[src/rtl/core/fmpc_pkg.sv]
// fmpc_pkg: shared types, constants and helpers for the first-match pattern classifier
// used by fmpc_lane, fmpc_merge and first_match_pattern_classifier; no dependencies
package fmpc_pkg;

    // field widths of the transactions
    localparam int CODE_W  = 8;
    localparam int IN_CODES = 4;
    localparam int SLOT_W  = 4;
    localparam int GROUP_W = 4;
    localparam int COUNT_W = 20;
    localparam int LABEL_W = 21;

    // configuration register widths
    localparam int GROUP_COUNT_W  = 5;
    localparam int EQ_COUNT_W     = 3;
    localparam int CFG_DATA_W     = 5;
    localparam int CFG_IDX_W      = 2;

    // default table geometry
    localparam int DEF_MAX_GROUPS = 16;
    localparam int DEF_MAX_CODES  = 4;

    // reset values of the configuration registers
    localparam logic [GROUP_COUNT_W-1:0] RST_GROUP_COUNT  = 5'd1;
    localparam logic [EQ_COUNT_W-1:0]    RST_EQ_COUNT     = 3'd4;
    localparam logic                     RST_INDEX_OFFSET = 1'b1;

    // configuration register indexes
    localparam logic [CFG_IDX_W-1:0] CFG_GROUP_COUNT  = 2'd0;
    localparam logic [CFG_IDX_W-1:0] CFG_EQ_COUNT     = 2'd1;
    localparam logic [CFG_IDX_W-1:0] CFG_INDEX_OFFSET = 2'd2;

    // command codes
    localparam logic CMD_LOAD     = 1'b0;
    localparam logic CMD_CLASSIFY = 1'b1;

    typedef logic [CODE_W-1:0] t_code;
    typedef logic [IN_CODES-1:0][CODE_W-1:0] t_codes;

    // input transaction
    typedef struct packed {
        logic              command;
        logic [SLOT_W-1:0] slot;
        t_code             code_0;
        t_code             code_1;
        t_code             code_2;
        t_code             code_3;
    } t_in;

    // result transaction
    typedef struct packed {
        logic               found;
        logic [GROUP_W-1:0] group;
        logic [LABEL_W-1:0] label;
    } t_out;

    // per-lane control from the top level
    typedef struct packed {
        logic                  write;
        logic                  active;
        logic [EQ_COUNT_W-1:0] eq_count;
    } t_lane_ctl;

    // gather the codes of a transaction into an indexed row
    function automatic t_codes codes_of(input t_in item);
        t_codes row;
        row[0] = item.code_0;
        row[1] = item.code_1;
        row[2] = item.code_2;
        row[3] = item.code_3;
        return row;
    endfunction

endpackage

[src/rtl/core/first_match_pattern_classifier.sv]
// first_match_pattern_classifier: top level with config registers, lanes and merge stage
// depends on fmpc_pkg, fmpc_lane and fmpc_merge
//
// Usage: the input channel (i_in_valid / o_in_stall / i_in_item) carries load and
// classify transactions. A load writes the four codes into pattern slot i_in_item.slot
// and gives no result. A classify compares its first eq_count codes with the slots
// below group_count and returns one result on the output channel
// (o_out_valid / i_out_stall / o_out_item): found, lowest matching slot and the label
// (observation number plus index_offset).
// Throughput is one transaction per cycle while o_in_stall is low; a classify result
// passes the lane compare register and then the merge output register before it shows
// on o_out_valid. A load is visible to a classify accepted in the next cycle.
// While the receiver stalls, the output register holds and the compare register still
// takes one more classify; o_in_stall rises only when both are full.
// Synchronous reset empties both stages, clears the observation counter and restores
// group_count=1, eq_count=4, index_offset=1. Pattern slots are not cleared and must be
// loaded before they take part. Configuration is written through i_cfg_we / i_cfg_idx /
// i_cfg_data while no transaction is in flight.
module first_match_pattern_classifier #(
    parameter int MAX_GROUPS = fmpc_pkg::DEF_MAX_GROUPS,
    parameter int MAX_CODES  = fmpc_pkg::DEF_MAX_CODES
) (
    input  logic                            i_clk,
    input  logic                            i_rst_n,
    input  logic                            i_cfg_we,
    input  logic [fmpc_pkg::CFG_IDX_W-1:0]  i_cfg_idx,
    input  logic [fmpc_pkg::CFG_DATA_W-1:0] i_cfg_data,
    input  logic                            i_in_valid,
    output logic                            o_in_stall,
    input  fmpc_pkg::t_in                   i_in_item,
    output logic                            o_out_valid,
    input  logic                            i_out_stall,
    output fmpc_pkg::t_out                  o_out_item
);

    localparam int ROW_CODES = (MAX_CODES < fmpc_pkg::IN_CODES) ? MAX_CODES
                                                                : fmpc_pkg::IN_CODES;

    logic [fmpc_pkg::GROUP_COUNT_W-1:0] r_group_count;
    logic [fmpc_pkg::EQ_COUNT_W-1:0]    r_eq_count;
    logic                               r_index_offset;
    logic [fmpc_pkg::COUNT_W-1:0]       r_obs_count;
    logic [fmpc_pkg::COUNT_W-1:0]       n_obs_count;

    logic                         r_a_valid;
    logic [MAX_GROUPS-1:0]        r_a_match;
    logic [fmpc_pkg::LABEL_W-1:0] r_a_label;
    logic [fmpc_pkg::LABEL_W-1:0] n_a_label;

    logic                  in_acc;
    logic                  in_classify;
    logic                  in_load;
    logic                  merge_ready;
    logic [MAX_GROUPS-1:0] lane_match;
    fmpc_pkg::t_codes      in_codes;

    assign in_acc      = i_in_valid && !o_in_stall;
    assign in_classify = in_acc && (i_in_item.command == fmpc_pkg::CMD_CLASSIFY);
    assign in_load     = in_acc && (i_in_item.command == fmpc_pkg::CMD_LOAD);
    assign in_codes    = fmpc_pkg::codes_of(i_in_item);
    assign o_in_stall  = r_a_valid && !merge_ready;

    // configuration registers
    always_ff @(posedge i_clk) begin
        if (!i_rst_n) begin
            r_group_count  <= fmpc_pkg::RST_GROUP_COUNT;
            r_eq_count     <= fmpc_pkg::RST_EQ_COUNT;
            r_index_offset <= fmpc_pkg::RST_INDEX_OFFSET;
        end else if (i_cfg_we) begin
            case (i_cfg_idx)
                fmpc_pkg::CFG_GROUP_COUNT: begin
                    r_group_count <= i_cfg_data;
                end
                fmpc_pkg::CFG_EQ_COUNT: begin
                    r_eq_count <= i_cfg_data[fmpc_pkg::EQ_COUNT_W-1:0];
                end
                fmpc_pkg::CFG_INDEX_OFFSET: begin
                    r_index_offset <= i_cfg_data[0];
                end
                default: begin
                end
            endcase
        end
    end

    // one lane per pattern slot
    for (genvar g = 0; g < MAX_GROUPS; g++) begin : g_lane
        fmpc_pkg::t_lane_ctl ctl;

        assign ctl.write    = in_load && (int'(i_in_item.slot) == g);
        assign ctl.active   = int'(r_group_count) > g;
        assign ctl.eq_count = r_eq_count;

        fmpc_lane #(
            .ROW_CODES (ROW_CODES)
        ) u_lane (
            .i_clk   (i_clk),
            .i_ctl   (ctl),
            .i_codes (in_codes),
            .o_match (lane_match[g])
        );
    end

    // observation counter and label
    assign n_obs_count = r_obs_count + fmpc_pkg::COUNT_W'(1);
    assign n_a_label   = {1'b0, r_obs_count} + fmpc_pkg::LABEL_W'(r_index_offset);

    always_ff @(posedge i_clk) begin
        if (!i_rst_n) begin
            r_obs_count <= '0;
        end else if (in_classify) begin
            r_obs_count <= n_obs_count;
        end
    end

    // lane compare register
    always_ff @(posedge i_clk) begin
        if (!i_rst_n) begin
            r_a_valid <= 1'b0;
        end else if (!o_in_stall) begin
            r_a_valid <= in_classify;
        end
    end

    always_ff @(posedge i_clk) begin
        if (in_classify) begin
            r_a_match <= lane_match;
            r_a_label <= n_a_label;
        end
    end

    // merge and output register
    fmpc_merge #(
        .MAX_GROUPS (MAX_GROUPS)
    ) u_merge (
        .i_clk   (i_clk),
        .i_rst_n (i_rst_n),
        .i_valid (r_a_valid),
        .i_match (r_a_match),
        .i_label (r_a_label),
        .i_stall (i_out_stall),
        .o_ready (merge_ready),
        .o_valid (o_out_valid),
        .o_item  (o_out_item)
    );

    // a classify transaction always lands in the compare register
    a_classify_enters: assert property (@(posedge i_clk) disable iff (!i_rst_n)
        in_classify |=> r_a_valid)
        else $error("accepted classify did not reach the compare register");

    // counter advances exactly once per classify
    a_count_step: assert property (@(posedge i_clk) disable iff (!i_rst_n)
        in_classify |=> r_obs_count == $past(r_obs_count) + fmpc_pkg::COUNT_W'(1))
        else $error("observation counter did not advance on classify");

    a_count_hold: assert property (@(posedge i_clk) disable iff (!i_rst_n)
        !in_classify |=> r_obs_count == $past(r_obs_count))
        else $error("observation counter moved without a classify");

    // a miss reports group zero
    a_miss_group: assert property (@(posedge i_clk) disable iff (!i_rst_n)
        (o_out_valid && !o_out_item.found) |-> o_out_item.group == '0)
        else $error("miss result carries a nonzero group");

endmodule

[src/rtl/core/fmpc_lane.sv]
// fmpc_lane: one pattern slot, its stored row and the compare against an observation
// depends on fmpc_pkg
module fmpc_lane #(
    parameter int ROW_CODES = fmpc_pkg::DEF_MAX_CODES
) (
    input  logic                i_clk,
    input  fmpc_pkg::t_lane_ctl i_ctl,
    input  fmpc_pkg::t_codes    i_codes,
    output logic                o_match
);

    logic [ROW_CODES-1:0][fmpc_pkg::CODE_W-1:0] r_row;
    logic [ROW_CODES-1:0]                       diff;

    // pattern row store, undefined until loaded
    always_ff @(posedge i_clk) begin
        if (i_ctl.write) begin
            r_row <= i_codes[ROW_CODES-1:0];
        end
    end

    // per-code mismatch, masked beyond the compared prefix
    for (genvar j = 0; j < ROW_CODES; j++) begin : g_code
        localparam logic [fmpc_pkg::EQ_COUNT_W-1:0] J = fmpc_pkg::EQ_COUNT_W'(j);
        assign diff[j] = (J < i_ctl.eq_count) && (r_row[j] != i_codes[j]);
    end

    assign o_match = i_ctl.active && !(|diff);

endmodule

[src/rtl/core/fmpc_merge.sv]
// fmpc_merge: picks the lowest matching lane and holds the result transaction
// depends on fmpc_pkg
module fmpc_merge #(
    parameter int MAX_GROUPS = fmpc_pkg::DEF_MAX_GROUPS
) (
    input  logic                         i_clk,
    input  logic                         i_rst_n,
    input  logic                         i_valid,
    input  logic [MAX_GROUPS-1:0]        i_match,
    input  logic [fmpc_pkg::LABEL_W-1:0] i_label,
    input  logic                         i_stall,
    output logic                         o_ready,
    output logic                         o_valid,
    output fmpc_pkg::t_out               o_item
);

    logic           r_valid;
    fmpc_pkg::t_out r_item;
    fmpc_pkg::t_out n_item;

    // lowest set match bit wins
    always_comb begin
        n_item.found = |i_match;
        n_item.group = '0;
        n_item.label = i_label;
        for (int i = MAX_GROUPS - 1; i >= 0; i--) begin
            if (i_match[i]) begin
                n_item.group = fmpc_pkg::GROUP_W'(i);
            end
        end
    end

    assign o_ready = !r_valid || !i_stall;

    // output register
    always_ff @(posedge i_clk) begin
        if (!i_rst_n) begin
            r_valid <= 1'b0;
        end else if (o_ready) begin
            r_valid <= i_valid;
        end
    end

    always_ff @(posedge i_clk) begin
        if (o_ready && i_valid) begin
            r_item <= n_item;
        end
    end

    assign o_valid = r_valid;
    assign o_item  = r_item;

endmodule
[config.mk]
export PLATFORM = sky130hd
export DESIGN_NAME = first_match_pattern_classifier
export DESIGN_NICKNAME = d
export VERILOG_FILES = /design/src/rtl/core/fmpc_pkg.sv /design/src/rtl/core/first_match_pattern_classifier.sv /design/src/rtl/core/fmpc_lane.sv /design/src/rtl/core/fmpc_merge.sv
export SDC_FILE = /design/constraint.sdc
export NUM_CORES = 1
export LEC_CHECK = 0
export ABC_AREA = 1
export BUFFER_PORTS_ARGS = -buffer_cell sky130_fd_sc_hd__buf_4
export CAP_MARGIN = 20
export CORE_MARGIN = 2
export CORE_UTILIZATION = 55
export CTS_BUF_LIST = sky130_fd_sc_hd__clkbuf_4 sky130_fd_sc_hd__clkbuf_8
export DETAILED_ROUTE_END_ITERATION = 10
export HOLD_SLACK_MARGIN = 0.06
export PLACE_DENSITY = 0.72
export SLEW_MARGIN = 20
export SYNTH_ARGS = -nofsm -noshare
export SYNTH_HDL_FRONTEND = slang
export SYNTH_SLANG_ARGS = --single-unit
[constraint.sdc]
create_clock -name i_clk -period 4.75 [get_ports i_clk]
set_input_delay 0.95 -clock i_clk [delete_from_list [all_inputs] [get_ports i_clk]]
set_output_delay 0.95 -clock i_clk [all_outputs]
set_load 0.01 [all_outputs]
==> reports/results.txt, run 1 <==
Worst VDD drop - 0.210 mV
Total Die Area - 49,700 um2
Tcrit/Tclk final - 61.8%
cell-by-cell listing of the critical path - buf_4 -> nand2_1 -> inv_1 -> nand2_2 -> nand2_1 -> nor2_1 -> nand3_1 -> nor2_4
Critical-path top delay cell - sky130_fd_sc_hd__nor2_4
CTS resizes - 0
cell count after placement - 2,692
P&R area growth vs syn - 11.7%
DR pass1 iterations - 5
number of filler cells placed in the layout - 3,572
grt ovf - 0
Final Max Tran Viols - 0
number of top-level pins - 77
vias per std cell - 5.84
number of enable flip-flop cells after synthesis - 575
post-layout net count - 2,224
Cell variety after synth - 40
top post-synthesis cells by area - sky130_fd_sc_hd__edfxtp_1, sky130_fd_sc_hd__xnor2_1, sky130_fd_sc_hd__nand2_1
data required time of the critical path - 5.03 ns
final instance count without filler cells - 2,856
Post-DP HPWL - 41,000 um
fin area - 29,500 um2
number of clock sinks seen by CTS - 606
unrepaired setup endpoints after global routing - false
crit end category - register
category of the most critical setup path - input pin to register
achievable clock frequency - 341 MHz
overall global routing resource usage - 28.1%
Clk Tree Root Cell - sky130_fd_sc_hd__clkbuf_8
wirelength, routed - 69,000 um
number of synthesized register bits - 606
critical path data arrival time - 3.22 ns
clock-pin slew on the worst setup and hold paths - 0.06 ns
syn_area_per_cell - 12.9 um2
Post-CTS Hold Fix Bufs - 0
Setup crit start - i_out_stall
max-capacitance violation count - 0
Critical Path Max Stage Delay - 0.88 ns
Synth area leader - sky130_fd_sc_hd__edfxtp_1
total number of vias - 16,693
result of the run - finished, final reports clean
Std-Cell Rows - 80
number of buffers added on ports - 76
power per unit of standard cell area - 373 nW/um2
Place WS - 1.19 ns
Mapped Area - 26,400 um2
max_slew headroom - 25.4%
residual DRC count - 0
Critical Path Start Type - input pin
wire length per cell after detailed routing - 24.1 um
overall die height - 223 um
pin count of the biggest net entering global routing - 34
Seq/Total Area, Yosys - 67.8%
fraction of registers with async set/reset - 0%
post-synthesis cell count - 2,052
Detailed Route Iter0 Violations - 1,733
width of the die - 223 um
number of nets in the synthesized netlist - 2,104
worst slew pin tran - 1.12 ns
worst-case setup margin in the final layout - 1.82 ns
dominant synthesized flop cell - sky130_fd_sc_hd__edfxtp_1
share of Yosys cell area claimed by the top area cell type - 65.5%
count of yosys warnings during synthesis - 0
total setup buffers inserted after CTS - 0
Reg-to-Reg Start - u_merge.o_valid
H-tree Lvls - 3
initial standard-cell utilization of the core - 55.5%
launch point of the worst hold path - r_a_label[7]
Hold Fails Final Rpt - 0
antenna violations before repair - 0
Final TNS setup - 0 ns
Critical Path Most Common Cell - sky130_fd_sc_hd__nand2_1
post-layout power - 0.0110 W
min Tclk post-route - 2.93 ns
Final ANT Viol Nets - 0
core area - 47,500 um2
CTS tree - yes
wire length of the first global-routing pass - 101,000 um
number of buffers between clock root and the deepest sink - 3
worst hold-check path type - register to register
maximum net fanout on the critical path - 32
number of buffers inserted during clock tree synthesis - 93
vias in the first global route - 16,458
clock skew after layout - 0.0378 ns
layout cells sized above 1 - 19.0%
final RePlAce weighted congestion - 0.890
placed standard-cell area - 27,600 um2
Leak Pwr - 9.94 nW
clock latency on the worst-skew pair - 0.69 ns
count of endpoints failing setup in the final report - 0
per-layer routing:
metal  global-route usage, %  up-vias  wire length, um
met4                    11.9        0             2730
met3                    4.91      198             5950
met2                    47.2      854            33200
met5                       0        -                0
li1                        -     7429                -
met1                    36.3     8212            27000
path summary, 6_finish.rpt:
| check | end | slack, ns | depth (start not counted) |
|---|---|---|---|
| worst min register to register | u_merge.o_item[7] | 0.41 | 0 |
| worst min-delay path | u_merge.o_item[7] | 0.41 | 0 |
| worst max-delay path | g_lane[10].u_lane.r_row[1] | 1.82 | 8 |
| worst max register to register | g_lane[10].u_lane.r_row[1] | 1.88 | 7 |
cell usage after synthesis (17+ instances only):
cell	count
sky130_fd_sc_hd__a21oi_1	34
sky130_fd_sc_hd__buf_2	47
sky130_fd_sc_hd__clkbuf_1	17
sky130_fd_sc_hd__dfxtp_1	31
sky130_fd_sc_hd__edfxtp_1	575
sky130_fd_sc_hd__inv_1	104
sky130_fd_sc_hd__nand2_1	286
sky130_fd_sc_hd__nand3_1	75
sky130_fd_sc_hd__nand4_1	107
sky130_fd_sc_hd__nor2_1	90
sky130_fd_sc_hd__nor3_1	52
sky130_fd_sc_hd__nor4_1	18
sky130_fd_sc_hd__o21ai_0	43
sky130_fd_sc_hd__or2_2	156
sky130_fd_sc_hd__xnor2_1	276
sky130_fd_sc_hd__xor2_1	82
cell type report:
cell class	count	area, um2	area share (%)
diodes	1	2.50	0.00850
clock buffers	122	1520	5.15
clock inverters	41	290	0.985
inverters	105	394	1.34
multi-input cells	1268	7860	26.7
flip-flops and latches	606	17900	60.7
well taps	615	769	2.61
repair buffers	98	736	2.50
sequential cells by signal (all words and copies together), names as in the netlist, 3 cells and up:
signal and flops:
g_lane.u_lane.r_row 512, u_merge.o_item 26, r_a_label 21, r_obs_count 20
r_a_match 16, r_group_count 5, r_eq_count 3
power breakdown:
| part | total [W] | switching, W | internal (W) |
|---|---|---|---|
| clock | 0.00427 | 0.00198 | 0.00229 |
| sequential | 0.00596 | 0.0000341 | 0.00592 |
| combinational | 0.000752 | 0.000522 | 0.000230 |
layout by cell type, fill, tap and decap left out, types with 2 or more instances in the layout:
cell type                    count
sky130_fd_sc_hd__nand2_2         3
sky130_fd_sc_hd__dfxtp_1        31
sky130_fd_sc_hd__o41ai_1         3
sky130_fd_sc_hd__nand2_1       286
sky130_fd_sc_hd__nor2_2          3
sky130_fd_sc_hd__ha_1            3
sky130_fd_sc_hd__o211ai_1        7
sky130_fd_sc_hd__clkinvlp_4      2
sky130_fd_sc_hd__clkinv_1       22
sky130_fd_sc_hd__xnor2_1       276
sky130_fd_sc_hd__nor2_1         72
sky130_fd_sc_hd__xor2_1         82
sky130_fd_sc_hd__nand3_1        75
sky130_fd_sc_hd__inv_6           2
sky130_fd_sc_hd__buf_4          98
sky130_fd_sc_hd__o21a_1          3
sky130_fd_sc_hd__nand4_1       107
sky130_fd_sc_hd__edfxtp_1      575
sky130_fd_sc_hd__clkinv_2       11
sky130_fd_sc_hd__o21ai_0        43
sky130_fd_sc_hd__nor4b_1         2
sky130_fd_sc_hd__and3_1          2
sky130_fd_sc_hd__inv_1         104
sky130_fd_sc_hd__clkbuf_8       96
sky130_fd_sc_hd__bufinv_16       4
sky130_fd_sc_hd__nor2_4         21
sky130_fd_sc_hd__clkbuf_4       26
sky130_fd_sc_hd__a221oi_1        2
sky130_fd_sc_hd__or2_2         156
sky130_fd_sc_hd__o31ai_1         4
sky130_fd_sc_hd__nor4_1         18
sky130_fd_sc_hd__a21oi_1        34
sky130_fd_sc_hd__nor3_1         52
sky130_fd_sc_hd__o2111ai_1       2
sky130_fd_sc_hd__a31oi_1         5
per-stage QoR:
step / hold slack [ns] / utilization, %
finish: 0.414 / 62.0
global route: 0.424 / 62.0
CTS: 0.416 / 61.9
detailed placement: 0.405 / 58.1
global placement: 0.403 / 58.1
floorplan: 0.400 / -
kinds of logic after synthesis:
| logic type | after synthesis | share of synthesized area [%] |
|---|---|---|
| xor gates and xnor gates | 358 | 11.9 |
| AOI/OAI and AO/OA | 107 | 2.33 |
| adders and majority gates | 3 | 0.142 |
| buffers and inverters | 178 | 2.86 |
| and+or+nand+nor | 800 | 14.9 |
| DFF | 606 | 67.8 |
critical path, delay by kind of cell:
kind          cells  cell delay [ns]
buf+inv           2             0.19
simple gates      6             2.05
Note: power is estimated with default switching activity, not from simulation.
==> run 2, diff against run 1 <==
--- a/config.mk
+++ b/config.mk
@@ -5,7 +5,7 @@
 export SDC_FILE = /design/constraint.sdc
 export NUM_CORES = 1
 export LEC_CHECK = 0
-export ABC_AREA = 1
+export ABC_AREA = 0
 export BUFFER_PORTS_ARGS = -buffer_cell sky130_fd_sc_hd__buf_4
 export CAP_MARGIN = 20
 export CORE_MARGIN = 2
==> constraint.sdc (replaced) <==
create_clock -name i_clk -period 2.9 [get_ports i_clk]
set_input_delay 0.58 -clock i_clk [delete_from_list [all_inputs] [get_ports i_clk]]
set_output_delay 0.58 -clock i_clk [all_outputs]
set_load 0.01 [all_outputs]
==> run 2 against run 1 <==
Effect of this change: power rose by 62%; critical path depth fell by 1; via count fell by 17%; critical path type is now register to register; clock skew fell by 0.016 ns; sequential cell count did not move; critical endpoint is now r_a_label[14]; die area fell by 1.7%; largest power group unchanged.
==> reports/results.txt, run 2 <==
Post-DP HPWL - 32,100 um (was 41,000 um)
data required time of the critical path - 3.32 ns (was 5.03 ns)
number of clock sinks seen by CTS - 606 (unchanged)
top library cells by usage in the layout, fill and taps aside - sky130_fd_sc_hd__edfxtp_1, sky130_fd_sc_hd__xor2_1, sky130_fd_sc_hd__xnor2_1 (was sky130_fd_sc_hd__edfxtp_1, sky130_fd_sc_hd__nand2_1, sky130_fd_sc_hd__xnor2_1)
width of the die - 221 um (was 223 um)
CTS resizes - 0 (unchanged)
placed standard-cell area - 27,200 um2 (was 27,600 um2)
crit end category - register (unchanged)
number of buffers between clock root and the deepest sink - 3 (unchanged)
Detailed Route Iter0 Violations - 1,200 (was 1,733)
residual DRC count - 0 (unchanged)
pin count of the biggest net entering global routing - 33 (was 34)
overall die height - 221 um (was 223 um)
wire length of the first global-routing pass - 82,000 um (was 101,000 um)
register area - 17,900 um2 (unchanged)
result of the run - finished, final reports clean (unchanged)
count of yosys warnings during synthesis - 0 (unchanged)
Post-CTS Hold Fix Bufs - 0 (unchanged)
number of nets in the synthesized netlist - 1,712 (was 2,104)
critical path data arrival time - 2.68 ns (was 3.22 ns)
layout cells sized above 1 - 16.7% (was 19.0%)
post-layout power - 0.0178 W (was 0.0110 W)
final cell utilization of the core - 62.5% (was 62.0%)
Mapped Area - 25,900 um2 (was 26,400 um2)
most common cell after layout, fill and taps aside - sky130_fd_sc_hd__edfxtp_1 (unchanged)
worst-case setup margin in the final layout - 0.638 ns (was 1.82 ns)
vias per std cell - 5.57 (was 5.84)
Cell variety after synth - 54 (was 40)
H-tree Lvls - 3 (unchanged)
max_slew headroom - 43.8% (was 25.4%)
worst hold-check path type - input pin to register (was register to register)
number of buffers added on ports - 76 (unchanged)
Final ANT Viol Nets - 0 (unchanged)
max-capacitance violation count - 0 (unchanged)
Seq/Total Area, Yosys - 69.0% (was 67.8%)
worst slew pin tran - 0.834 ns (was 1.12 ns)
fin area - 29,100 um2 (was 29,500 um2)
most common cell in the netlist - sky130_fd_sc_hd__edfxtp_1 (unchanged)
final instance count without filler cells - 2,475 (was 2,856)
antenna violations before repair - 2 (was 0)
top register by number of flip-flops - g_lane.u_lane.r_row (unchanged)
Post-synth top cells - sky130_fd_sc_hd__edfxtp_1, sky130_fd_sc_hd__xor2_1, sky130_fd_sc_hd__xnor2_1 (was sky130_fd_sc_hd__edfxtp_1, sky130_fd_sc_hd__nand2_1, sky130_fd_sc_hd__xnor2_1)
number of enable flip-flop cells after synthesis - 575 (unchanged)
Clk Tree Root Cell - sky130_fd_sc_hd__clkbuf_8 (unchanged)
unrepaired setup endpoints after global routing - false (unchanged)
initial standard-cell utilization of the core - 55.7% (was 55.5%)
P&R area growth vs syn - 12.3% (was 11.7%)
top post-synthesis cells by area - sky130_fd_sc_hd__edfxtp_1, sky130_fd_sc_hd__xor2_1, sky130_fd_sc_hd__xnor2_1 (was sky130_fd_sc_hd__edfxtp_1, sky130_fd_sc_hd__xnor2_1, sky130_fd_sc_hd__nand2_1)
maximum net fanout on the critical path - 3 (was 32)
max reg flops - 512 (unchanged)
Total Die Area - 48,900 um2 (was 49,700 um2)
min Tclk post-route - 2.26 ns
category of the most critical setup path - register to register (was input pin to register)
Critical Path Start Type - register (was input pin)
number of buffers inserted during clock tree synthesis - 96 (was 93)
vias in the first global route - 13,585 (was 16,458)
Final Max Tran Viols - 0 (unchanged)
Worst VDD drop - 0.440 mV (was 0.210 mV)
fraction of registers with async set/reset - 0% (unchanged)
CTS tree - yes (unchanged)
Leak Pwr - 9.47 nW (was 9.94 nW)
post-layout net count - 1,846 (was 2,224)
syn_area_per_cell - 15.6 um2 (was 12.9 um2)
grt ovf - 0 (unchanged)
Place WS - 0.493 ns (was 1.19 ns)
final RePlAce weighted congestion - 0.868 (was 0.890)
total setup buffers inserted after CTS - 0 (unchanged)
total number of vias - 13,778 (was 16,693)
count of endpoints failing setup in the final report - 0 (unchanged)
Tcrit/Tclk final - 78.0%
number of synthesized register bits - 606 (unchanged)
share of Yosys cell area claimed by the top area cell type - 66.6% (was 65.5%)
DR pass1 iterations - 7 (was 5)
dominant synthesized flop cell - sky130_fd_sc_hd__edfxtp_1 (unchanged)
overall global routing resource usage - 22.0% (was 28.1%)
wirelength, routed - 53,200 um (was 69,000 um)
Synth area leader - sky130_fd_sc_hd__edfxtp_1 (unchanged)
area used by multi-input combinational logic - 7430 um2 (was 7860 um2)
power per unit of standard cell area - 612 nW/um2 (was 373 nW/um2)
wire length per cell after detailed routing - 21.5 um (was 24.1 um)
number of filler cells placed in the layout - 3,358 (was 3,572)
Std-Cell Rows - 79 (was 80)
number of top-level pins - 77 (unchanged)
Hold Fails Final Rpt - 0 (unchanged)
core area - 46,600 um2 (was 47,500 um2)
clock latency on the worst-skew pair - 0.68 ns (was 0.69 ns)
clock-pin slew on the worst setup and hold paths - 0.06 ns (about the same)
cell count after placement - 2,303 (was 2,692)
achievable clock frequency - 442 MHz
clock skew after layout - 0.0213 ns (was 0.0378 ns)
post-synthesis cell count - 1,660 (was 2,052)
-- run 2: worst paths after layout --
check / cells after the start / slack [ns] / startpoint / endpoint
worst max-delay path: 7 / 0.64 / r_index_offset / r_a_label[14]
worst min-delay path: 3 / 0.14 / i_cfg_data[0] / r_index_offset
worst max register to register: 7 / 0.64 / r_index_offset / r_a_label[14]
worst min register to register: 0 / 0.42 / r_a_label[19] / u_merge.o_item[19]
-- run 2: cell families (layout without fill, tap and decap cells) --
logic type,Yosys count,in the layout,synth area share [%]
AOI/OAI and AO/OA,105,105,2.50
buffers and inverters,99,306,2.87
muxes,9,9,0.348
and+or+nand+nor,294,294,6.69
DFF,606,606,69.0
other,0,1,0
adders and majority gates,3,3,0.145
xor gates and xnor gates,544,544,18.4
-- run 2: per-stage QoR --
stage               TNS [ns]  hold WS [ns]
finish                     0         0.145
global route               0         0.115
CTS                        0        0.0870
detailed placement         0         0.405
global placement           0         0.401
floorplan             -17.52         0.400
-- run 2: routing by layer --
metal	wire length [um]	global-route usage (%)	share of wire, %
met5	0	0	0
met2	24600	33.8	46
met4	1160	7.10	2.2
met1	24100	32.0	45
met3	3350	4.04	6.3
-- run 2: worst max-delay path: stages (launching register included) --
cell                      delay (ns)
sky130_fd_sc_hd__dfxtp_1        0.55
sky130_fd_sc_hd__ha_1           0.24
sky130_fd_sc_hd__ha_1           0.22
sky130_fd_sc_hd__nand3_1        0.15
sky130_fd_sc_hd__or2_2          0.34
sky130_fd_sc_hd__nor2_1         0.22
sky130_fd_sc_hd__nand3_1        0.13
sky130_fd_sc_hd__xnor2_1        0.14
-- run 2: layout make-up --
cell class / count / area share [%]
antenna: 1 / 0.00860
clock buffer: 142 / 5.77
tap: 607 / 2.61
multi-input combinational: 955 / 25.5
inverter: 12 / 0.155
sequential: 606 / 61.5
clock inverter: 29 / 0.671
timing repair buffer: 123 / 3.82
-- run 2: where the power goes --
group	switching, W	total (W)	internal [W]
Clock	0.00319	0.00706	0.00387
Combinational	0.000613	0.000975	0.000361
Sequential	0.0000663	0.00977	0.00970
Total	0.00387	0.0178	0.0139
